$ cat src/hdl/btda_pkg.sv
`default_nettype none

package btda_pkg;

   // width of the request value port
   localparam int REQ_VALUE_BITS = 32;

   // one packed bcd digit
   localparam int BCD_DIGIT_BITS = 4;

   // width of the ascii digit result
   localparam int DIGIT_CHAR_BITS = 6;

   // ascii code of the zero character, low six bits
   localparam logic [DIGIT_CHAR_BITS-1:0] ASCII_ZERO = 6'd48;

   // ascii code of the nine character, low six bits
   localparam logic [DIGIT_CHAR_BITS-1:0] ASCII_NINE = 6'd57;

   // decimal digits needed for the largest value of a given width
   // (bits times log10 of two, rounded up; never an exact power of ten)
   function automatic int btda_max_digits(input int bits);
      return (bits * 30103) / 100000 + 1;
   endfunction

endpackage

`default_nettype wire

$ cat src/hdl/binary_to_decimal_ascii_core.sv
// Converts an unsigned binary number to decimal ascii text, most significant digit
// first, leading zeros dropped (zero gives a single '0'); the final digit of each
// number carries rsp_last_digit. A number is transferred when start is high and busy
// low. A chain of VALUE_BITS shift-and-add-three stages, one binary bit per stage,
// builds the bcd digits; a number passes the input register, the stages and the
// serialiser's active and strobe registers before its first digit appears. Digits
// leave one per cycle from a single output serialiser; a number of n digits (1 to 10
// at 32 bits) holds the output while they leave, and the next is taken on its last
// digit. Each digit is on the rsp_ ports for exactly one cycle under rsp_strobe and
// cannot be held off; busy rises only while the chain waits behind the serialiser.
`default_nettype none

module binary_to_decimal_ascii_core
   import btda_pkg::*;
#(
   parameter int VALUE_BITS = 32
) (
   input  wire logic                        clock,
   input  wire logic                        reset,
   input  wire logic                        start,
   output logic                             busy,
   input  wire logic [REQ_VALUE_BITS-1:0]   req_value,
   output logic                             rsp_strobe,
   output logic [DIGIT_CHAR_BITS-1:0]       rsp_digit_char,
   output logic                             rsp_last_digit
);

   localparam int DIGITS = btda_max_digits(VALUE_BITS);

   logic                                   advance;
   logic                                   take;
   logic [VALUE_BITS-1:0]                  value_masked;
   logic                                   s_valid [0:VALUE_BITS];
   logic [VALUE_BITS-1:0]                  s_bin   [0:VALUE_BITS];
   logic [DIGITS-1:0][BCD_DIGIT_BITS-1:0]  s_bcd   [0:VALUE_BITS];
   logic                                   in_valid_ff;
   logic [VALUE_BITS-1:0]                  in_bin_ff;

   // fit the request value to the conversion width
   generate
      if (VALUE_BITS > REQ_VALUE_BITS) begin : g_widen
         assign value_masked = {{(VALUE_BITS-REQ_VALUE_BITS){1'b0}}, req_value};
      end else if (VALUE_BITS == REQ_VALUE_BITS) begin : g_same
         assign value_masked = req_value;
      end else begin : g_narrow
         assign value_masked = req_value[VALUE_BITS-1:0];
      end
   endgenerate

   // whole chain moves unless its last stage is blocked by the serialiser
   assign advance = !s_valid[VALUE_BITS] || take;
   assign busy    = !advance;

   // input register
   always_ff @(posedge clock) begin
      if (reset) begin
         in_valid_ff <= 1'b0;
      end else if (advance) begin
         in_valid_ff <= start;
      end
   end

   always_ff @(posedge clock) begin
      if (advance) begin
         in_bin_ff <= value_masked;
      end
   end

   assign s_valid[0] = in_valid_ff;
   assign s_bin[0]   = in_bin_ff;
   assign s_bcd[0]   = '0;

   // one stage per binary bit
   generate
      for (genvar g = 0; g < VALUE_BITS; g++) begin : g_stage
         btda_dabble_stage #(
            .VALUE_BITS (VALUE_BITS),
            .DIGITS     (DIGITS)
         ) u_stage (
            .clock     (clock),
            .reset     (reset),
            .advance   (advance),
            .in_valid  (s_valid[g]),
            .in_bin    (s_bin[g]),
            .in_bcd    (s_bcd[g]),
            .out_valid (s_valid[g+1]),
            .out_bin   (s_bin[g+1]),
            .out_bcd   (s_bcd[g+1])
         );
      end
   endgenerate

   // digit output
   btda_serializer #(
      .DIGITS (DIGITS)
   ) u_serializer (
      .clock          (clock),
      .reset          (reset),
      .in_valid       (s_valid[VALUE_BITS]),
      .in_bcd         (s_bcd[VALUE_BITS]),
      .take           (take),
      .rsp_strobe     (rsp_strobe),
      .rsp_digit_char (rsp_digit_char),
      .rsp_last_digit (rsp_last_digit)
   );

   // every emitted character is a decimal digit
   a_digit_range: assert property (@(posedge clock) disable iff (reset)
      rsp_strobe |-> (rsp_digit_char >= ASCII_ZERO) && (rsp_digit_char <= ASCII_NINE))
      else $error("non-decimal character emitted");

   // a run is not broken before its last digit
   a_run_unbroken: assert property (@(posedge clock) disable iff (reset)
      (rsp_strobe && !rsp_last_digit) |=> rsp_strobe)
      else $error("digit run ended without last flag");

   // a blocked chain end holds its number
   a_stall_holds: assert property (@(posedge clock) disable iff (reset)
      (s_valid[VALUE_BITS] && !take) |=> (s_valid[VALUE_BITS] && $stable(s_bcd[VALUE_BITS])))
      else $error("stalled conversion result changed");

endmodule

`default_nettype wire

$ cat src/hdl/btda_dabble_stage.sv
`default_nettype none

module btda_dabble_stage
   import btda_pkg::*;
#(
   parameter int VALUE_BITS = 32,
   parameter int DIGITS     = 10
) (
   input  wire logic                                   clock,
   input  wire logic                                   reset,
   input  wire logic                                   advance,
   input  wire logic                                   in_valid,
   input  wire logic [VALUE_BITS-1:0]                  in_bin,
   input  wire logic [DIGITS-1:0][BCD_DIGIT_BITS-1:0]  in_bcd,
   output logic                                        out_valid,
   output logic [VALUE_BITS-1:0]                       out_bin,
   output logic [DIGITS-1:0][BCD_DIGIT_BITS-1:0]       out_bcd
);

   logic                                   valid_ff;
   logic [VALUE_BITS-1:0]                  bin_ff;
   logic [VALUE_BITS-1:0]                  bin_in;
   logic [DIGITS-1:0][BCD_DIGIT_BITS-1:0]  bcd_ff;
   logic [DIGITS-1:0][BCD_DIGIT_BITS-1:0]  bcd_adj;
   logic [DIGITS-1:0][BCD_DIGIT_BITS-1:0]  bcd_in;
   logic [DIGITS*BCD_DIGIT_BITS:0]         shift_wide;

   // add three to every digit of five or more, then shift in the next binary bit
   always_comb begin
      for (int i = 0; i < DIGITS; i++) begin
         if (in_bcd[i] >= 4'd5) begin
            bcd_adj[i] = in_bcd[i] + 4'd3;
         end else begin
            bcd_adj[i] = in_bcd[i];
         end
      end
      shift_wide = {bcd_adj, in_bin[VALUE_BITS-1]};
      bcd_in     = shift_wide[DIGITS*BCD_DIGIT_BITS-1:0];
      bin_in     = {in_bin[VALUE_BITS-2:0], 1'b0};
   end

   // valid bit is control state, payload needs no reset
   always_ff @(posedge clock) begin
      if (reset) begin
         valid_ff <= 1'b0;
      end else if (advance) begin
         valid_ff <= in_valid;
      end
   end

   always_ff @(posedge clock) begin
      if (advance) begin
         bin_ff <= bin_in;
         bcd_ff <= bcd_in;
      end
   end

   assign out_valid = valid_ff;
   assign out_bin   = bin_ff;
   assign out_bcd   = bcd_ff;

endmodule

`default_nettype wire

$ cat src/hdl/btda_serializer.sv
`default_nettype none

module btda_serializer
   import btda_pkg::*;
#(
   parameter int DIGITS = 10
) (
   input  wire logic                                   clock,
   input  wire logic                                   reset,
   input  wire logic                                   in_valid,
   input  wire logic [DIGITS-1:0][BCD_DIGIT_BITS-1:0]  in_bcd,
   output logic                                        take,
   output logic                                        rsp_strobe,
   output logic [DIGIT_CHAR_BITS-1:0]                  rsp_digit_char,
   output logic                                        rsp_last_digit
);

   localparam int IDX_W = $clog2(DIGITS);

   logic                                   active_ff;
   logic                                   active_in;
   logic [DIGITS-1:0][BCD_DIGIT_BITS-1:0]  bcd_ff;
   logic [DIGITS-1:0][BCD_DIGIT_BITS-1:0]  bcd_in;
   logic [IDX_W-1:0]                       idx_ff;
   logic [IDX_W-1:0]                       idx_in;
   logic [IDX_W-1:0]                       lead_idx;
   logic                                   load;
   logic                                   strobe_ff;
   logic [DIGIT_CHAR_BITS-1:0]             char_ff;
   logic [DIGIT_CHAR_BITS-1:0]             char_in;
   logic                                   last_ff;

   // most significant non-zero digit, zero value gives the ones digit
   always_comb begin
      lead_idx = '0;
      for (int i = 0; i < DIGITS; i++) begin
         if (in_bcd[i] != '0) begin
            lead_idx = IDX_W'(i);
         end
      end
   end

   // a new number is taken when idle or on the last digit of the current one
   assign take = !active_ff || (idx_ff == '0);
   assign load = in_valid && take;

   // digit walk from the leading digit down to the ones digit
   always_comb begin
      active_in = active_ff;
      bcd_in    = bcd_ff;
      idx_in    = idx_ff;
      if (active_ff) begin
         if (idx_ff == '0) begin
            active_in = 1'b0;
         end else begin
            idx_in = idx_ff - 1'b1;
         end
      end
      if (load) begin
         active_in = 1'b1;
         bcd_in    = in_bcd;
         idx_in    = lead_idx;
      end
   end

   // ascii character of the current digit
   assign char_in = ASCII_ZERO + {{(DIGIT_CHAR_BITS-BCD_DIGIT_BITS){1'b0}}, bcd_ff[idx_ff]};

   always_ff @(posedge clock) begin
      if (reset) begin
         active_ff <= 1'b0;
         strobe_ff <= 1'b0;
      end else begin
         active_ff <= active_in;
         strobe_ff <= active_ff;
      end
   end

   always_ff @(posedge clock) begin
      bcd_ff  <= bcd_in;
      idx_ff  <= idx_in;
      char_ff <= char_in;
      last_ff <= (idx_ff == '0);
   end

   assign rsp_strobe     = strobe_ff;
   assign rsp_digit_char = char_ff;
   assign rsp_last_digit = last_ff;

endmodule

`default_nettype wire
$ cat config.mk
export PLATFORM = sky130hd
export DESIGN_NAME = binary_to_decimal_ascii_core
export DESIGN_NICKNAME = d
export VERILOG_FILES = /design/src/hdl/btda_pkg.sv /design/src/hdl/binary_to_decimal_ascii_core.sv /design/src/hdl/btda_dabble_stage.sv /design/src/hdl/btda_serializer.sv
export SDC_FILE = /design/constraint.sdc
export NUM_CORES = 2
export LEC_CHECK = 0
export BUFFER_PORTS_ARGS = -buffer_cell sky130_fd_sc_hd__buf_2
export CAP_MARGIN = 20
export CORE_ASPECT_RATIO = 2
export CORE_MARGIN = 3
export CORE_UTILIZATION = 30
export CTS_CLUSTER_SIZE = 20
export DETAILED_ROUTE_END_ITERATION = 8
export HOLD_SLACK_MARGIN = 0.08
export PLACE_DENSITY = 0.49
export RECOVER_POWER = 25
export SYNTH_ARGS = -nofsm -noshare
export SYNTH_HDL_FRONTEND = slang
export SYNTH_HIERARCHICAL = 1
export SYNTH_SLANG_ARGS = --single-unit
$ cat constraint.sdc
create_clock -name clock -period 140.6 [get_ports clock]
set_input_delay 14.06 -clock clock [delete_from_list [all_inputs] [get_ports clock]]
set_output_delay 14.06 -clock clock [all_outputs]
set_load 0.03 [all_outputs]
After elaboration in Yosys (flattened, before gate mapping)
Cells that the tools add are included.

storage, ports and cells
  bits in registers = 1684
  output and inout bits = 9

operators by class
  $add $sub $neg = 267
  order comparisons = 266
  equality and inequality tests = 1
  multiplexer cells = 282
  reduce and logical (&&, ||, !) cells = 18

operators by type and width
  kind                                                         count
  >= comparator 4 x 3 -> 1 bit (second input constant)         255
  2-to-1 mux 4 bit                                             240
  adder 4 x 2 -> 4 bit (second input constant)                 234
  2-to-1 mux 3 bit                                             25
  adder 3 x 2 -> 3 bit (second input constant)                 21
  nonzero test 4 bit                                           9
  adder 1 x 2 -> 3 bit (second input constant)                 10
  >= comparator 1 x 3 -> 1 bit (second input constant)         10
  binary-select mux 4 bit (select 4 bit)                       1
  2-to-1 mux 1 bit                                             14
  adder 5 x 5 -> 6 bit (first input constant)                  1
  less-than comparator 4 x 5 -> 1 bit (second input constant)  1
  zero test 4 bit                                              1
  2-to-1 mux 2 bit                                             2
  subtractor 4 x 1 -> 4 bit (second input constant)            1
  zero test 1 bit                                              3
  logical OR 1 bit                                             2
  inequality test 2 x 1 -> 1 bit (second input constant)       1
  AND reduction 2 bit                                          1
  nonzero test 2 bit                                           1
  logical AND 1 bit                                            1

Depth between registers and ports, before layout
  word-level depth = 11
  gate-level depth with buffers = 10

Modules after synthesis
Netlist, hierarchy kept.

by module, submodules not included
  module                        instances  cells an instance  area an instance (µm²)
  btda_dabble_stage             32         232                3170.5
  btda_serializer               1          120                2089.5
  binary_to_decimal_ascii_core  1          39                 1019.7

Worst setup path after synthesis
Ideal clock, no wire load.

  path type = reg-to-reg
  start = register u_serializer.idx_ff[0]
  end = register g_stage[0].u_stage.valid_ff
  library setup time = 176 ps
  arrival time = 49393 ps
  required time = 140424 ps
  path slack = 91031 ps
  cell stages (with the launch flop) = 11
  buffers on the path = 2
  clock period less this slack = 49569 ps
  cells stage by stage = edfxtp_1 buf_6 buf_6 inv_1 ha_1 or3b_4 nand2_1 nor2b_2 inv_1 mux2i_1 nor2_1

on the way
  cells in the longest elaborated chain, start to end = 3

ends and longest elaborated chain
  element                   RTL line                            RTL
  start: declaration        btda_serializer.sv:24               logic [IDX_W-1:0] idx_ff;
  start signal: assignment  btda_serializer.sv:81               idx_ff <= idx_in;
  zero test 4 bit           btda_serializer.sv:44               assign take = !active_ff || (idx_ff == '0);
  logical OR 1 bit          btda_serializer.sv:44
  named net take            binary_to_decimal_ascii_core.sv:31  logic take;
  logical OR 1 bit          binary_to_decimal_ascii_core.sv:51  assign advance = !s_valid[VALUE_BITS] || take;
  named net advance         binary_to_decimal_ascii_core.sv:30  logic advance;
  end signal: assignment    btda_dabble_stage.sv:47             valid_ff <= in_valid;
  end: declaration          btda_dabble_stage.sv:20             logic valid_ff;

The timed path passes the listed nets, and every way through them passes these cells.
A chain may end at the register's enable or synchronous reset.

Worst setup path in the final report
  start = register u_serializer.idx_ff[0]
  end = output busy

on the way
  cells in the longest elaborated chain, start to end = 4

ends and longest elaborated chain
  element           RTL line                            RTL
  zero test 4 bit   btda_serializer.sv:44
  logical OR 1 bit  btda_serializer.sv:44
  named net take    binary_to_decimal_ascii_core.sv:31
  logical OR 1 bit  binary_to_decimal_ascii_core.sv:51
  zero test 1 bit   binary_to_decimal_ascii_core.sv:52  assign busy = !advance;
  end: declaration  binary_to_decimal_ascii_core.sv:21  output logic busy,

The timed path passes the listed nets, and every way through them passes these cells.

==> flow_summary.json <==
{
  "tightestPinTransition_ns": 1.06,
  "post_cts_resized": 0,
  "grt_pass1_vias": 49375,
  "hold_violations": 0,
  "max-slew-margin-rel": 0.291,
  "drtIter0Drc": 1956,
  "viasPerCell": 4.27,
  "floorplan.initialDensity": 0.302,
  "rsz0062_at_grt": "no",
  "pin_count": 44,
  "cts_max_path_buffers": 4,
  "drc_errors": 0,
  "rrSetupSlack_ns": 134.32,
  "stdcell_count": 11397,
  "hpwl_um": 85700,
  "hold_path.class": "reg -> reg",
  "clock_sink_count": 1892,
  "worstPathRequired_ns": 126.54,
  "coreArea_um2": 296000,
  "place_inst": 11051,
  "rows": 282,
  "ant_nets": 0,
  "min_path_cells": 0,
  "final_common_cell": "edfxtp_1",
  "dieWidth_um": 392,
  "antenna_found_initial": 1,
  "vias": 48618,
  "final_area_um2": 101000,
  "io_buffers": 41,
  "path_max_fanout": 14,
  "mostFrequentLayoutCells": "1852 x edfxtp_1, 1252 x nand2_1, 643 x inv_1, 641 x ha_1, 612 x nand2b_1",
  "p_leak_nw": 41.9,
  "status": "finished, final reports clean",
  "post_dp_cell_area_um2": 95000,
  "gr-usage-all-layers": 0.0840,
  "cts_tree": "built",
  "rr_endpoint": "g_stage[0].u_stage/out_bin[5]",
  "fp.dieH_um": 778,
  "r2r_start": "u_serializer/idx_ff[0]",
  "synthCells": 7023,
  "hp-start": "g_stage[14].u_stage/out_bin[17]",
  "cts_buffers": 194,
  "start_kind": "flip-flop",
  "syn_avg_cell_area_um2": 12.7,
  "worstPathArrival_ns": 3.04,
  "htreeDepth": 4,
  "wl_um": 128000,
  "overflow": 0,
  "drive_gt1_frac": 0.0889,
  "p_per_area_nw_per_um2": 22.0,
  "holdPathEnd": "g_stage[15].u_stage/out_bin[18]",
  "clkLatencyLatePin_ns": 0.85,
  "fp.dieArea_um2": 305000,
  "reg2reg_depth": 10,
  "grt_pass1_wl_um": 217000,
  "drv_slew": 0,
  "worst_setup_path_end_kind": "output port",
  "skew_ns": 0.0759,
  "areaGrowthSynthToFinish_pct": 13.2,
  "setup_tns_ns": 0,
  "maxCapViolCount": 0,
  "vdd_drop_max_uv": 9.47,
  "cts_root_buf": "clkbuf_16",
  "post_cts_buffers": 0,
  "setup_violations": 0,
  "hold_slack_ns": 0.398,
  "gp_congestion": 0.716,
  "path_class": "reg -> out",
  "avgRoutedWirePerCell_um": 11.3,
  "firstDrtPassIters": 5,
  "nets": 8089,
  "grt_max_degree": 172,
  "clk_pin_slew_ns": 0.07,
  "yosysWarnings": 6,
  "ctsHoldBuffers": 0,
  "period_minus_slack_ns": 17.10,
  "netlist_area_um2": 89300,
  "fmax_ghz": 0.0585,
  "finalCritPeriodShare": 0.122
}
area by class of cell:
| cell class | instances | area (µm²) |
|---|---|---|
| Clock buffer | 232 | 5050 |
| Tap cell | 3834 | 4800 |
| Inverter | 645 | 2430 |
| Multi-Input combinational cell | 4616 | 30900 |
| Sequential cell | 1892 | 56400 |
| Clock inverter | 113 | 1070 |
| Timing Repair Buffer | 64 | 415 |
| Antenna cell | 1 | 2.50 |
| Fill cell | 28664 | 195000 |
metrics by stage:
step           worst slack, ns  total power, W   util
2_1_floorplan           101.09         0.00159      -
3_3_place_gp            124.31         0.00171  0.321
5_1_grt                 123.20         0.00241  0.342
4_1_cts                 123.35         0.00227  0.342
6_report                123.50         0.00223  0.342
3_5_place_dp            124.31         0.00175  0.321
critical path: stages (launching register included):
cell and delay, ns:
edfxtp_1 0.86, inv_1 0.14, ha_1 0.25, or3b_4 0.28, nand2_1 0.11, nor2b_2 0.29
buf_2 0.26
sequential cells by signal, indices dropped and copies added, names as in the netlist:
name,flops
u_serializer/active_ff,1
in_bin_ff,32
u_serializer/bcd_ff,40
g_stage.u_stage/out_bin,496
u_serializer/rsp_last_digit,1
in_valid_ff,1
g_stage.u_stage/out_bcd,1280
u_serializer/rsp_strobe,1
u_serializer/idx_ff,4
g_stage.u_stage/out_valid,32
u_serializer/rsp_digit_char,4
per-layer routing:
metal / share of wire / vias to the layer above / global-route usage / routed length [µm]
li1: - / 24840 / - / -
met1: 0.33 / 23137 / 0.0699 / 42500
met2: 0.60 / 362 / 0.184 / 77400
met3: 0.033 / 279 / 0.0155 / 4240
met4: 0.033 / 0 / 0.0318 / 4260
met5: 0 / - / 0 / 0
where the power goes:
part	total [W]	switching [W]	internal (W)
sequential	0.00105	0.000151	0.000898
clock	0.000505	0.000213	0.000292
combinational	0.000671	0.000353	0.000318
worst max-delay path by stage:
stage / startpoint / slack, ns / cells past startpoint / end
final: u_serializer/idx_ff[0] / 123.50 / 6 / busy
after CTS: u_serializer/idx_ff[0] / 123.35 / 6 / busy
after global routing: u_serializer/idx_ff[0] / 123.20 / 6 / busy
after detailed placement: u_serializer/idx_ff[0] / 124.31 / 6 / busy
after floorplan: u_serializer/idx_ff[0] / 101.09 / 10 / g_stage[0].u_stage/out_valid
after global placement: u_serializer/idx_ff[0] / 124.31 / 6 / busy
Power figures use the tool's default switching activity.
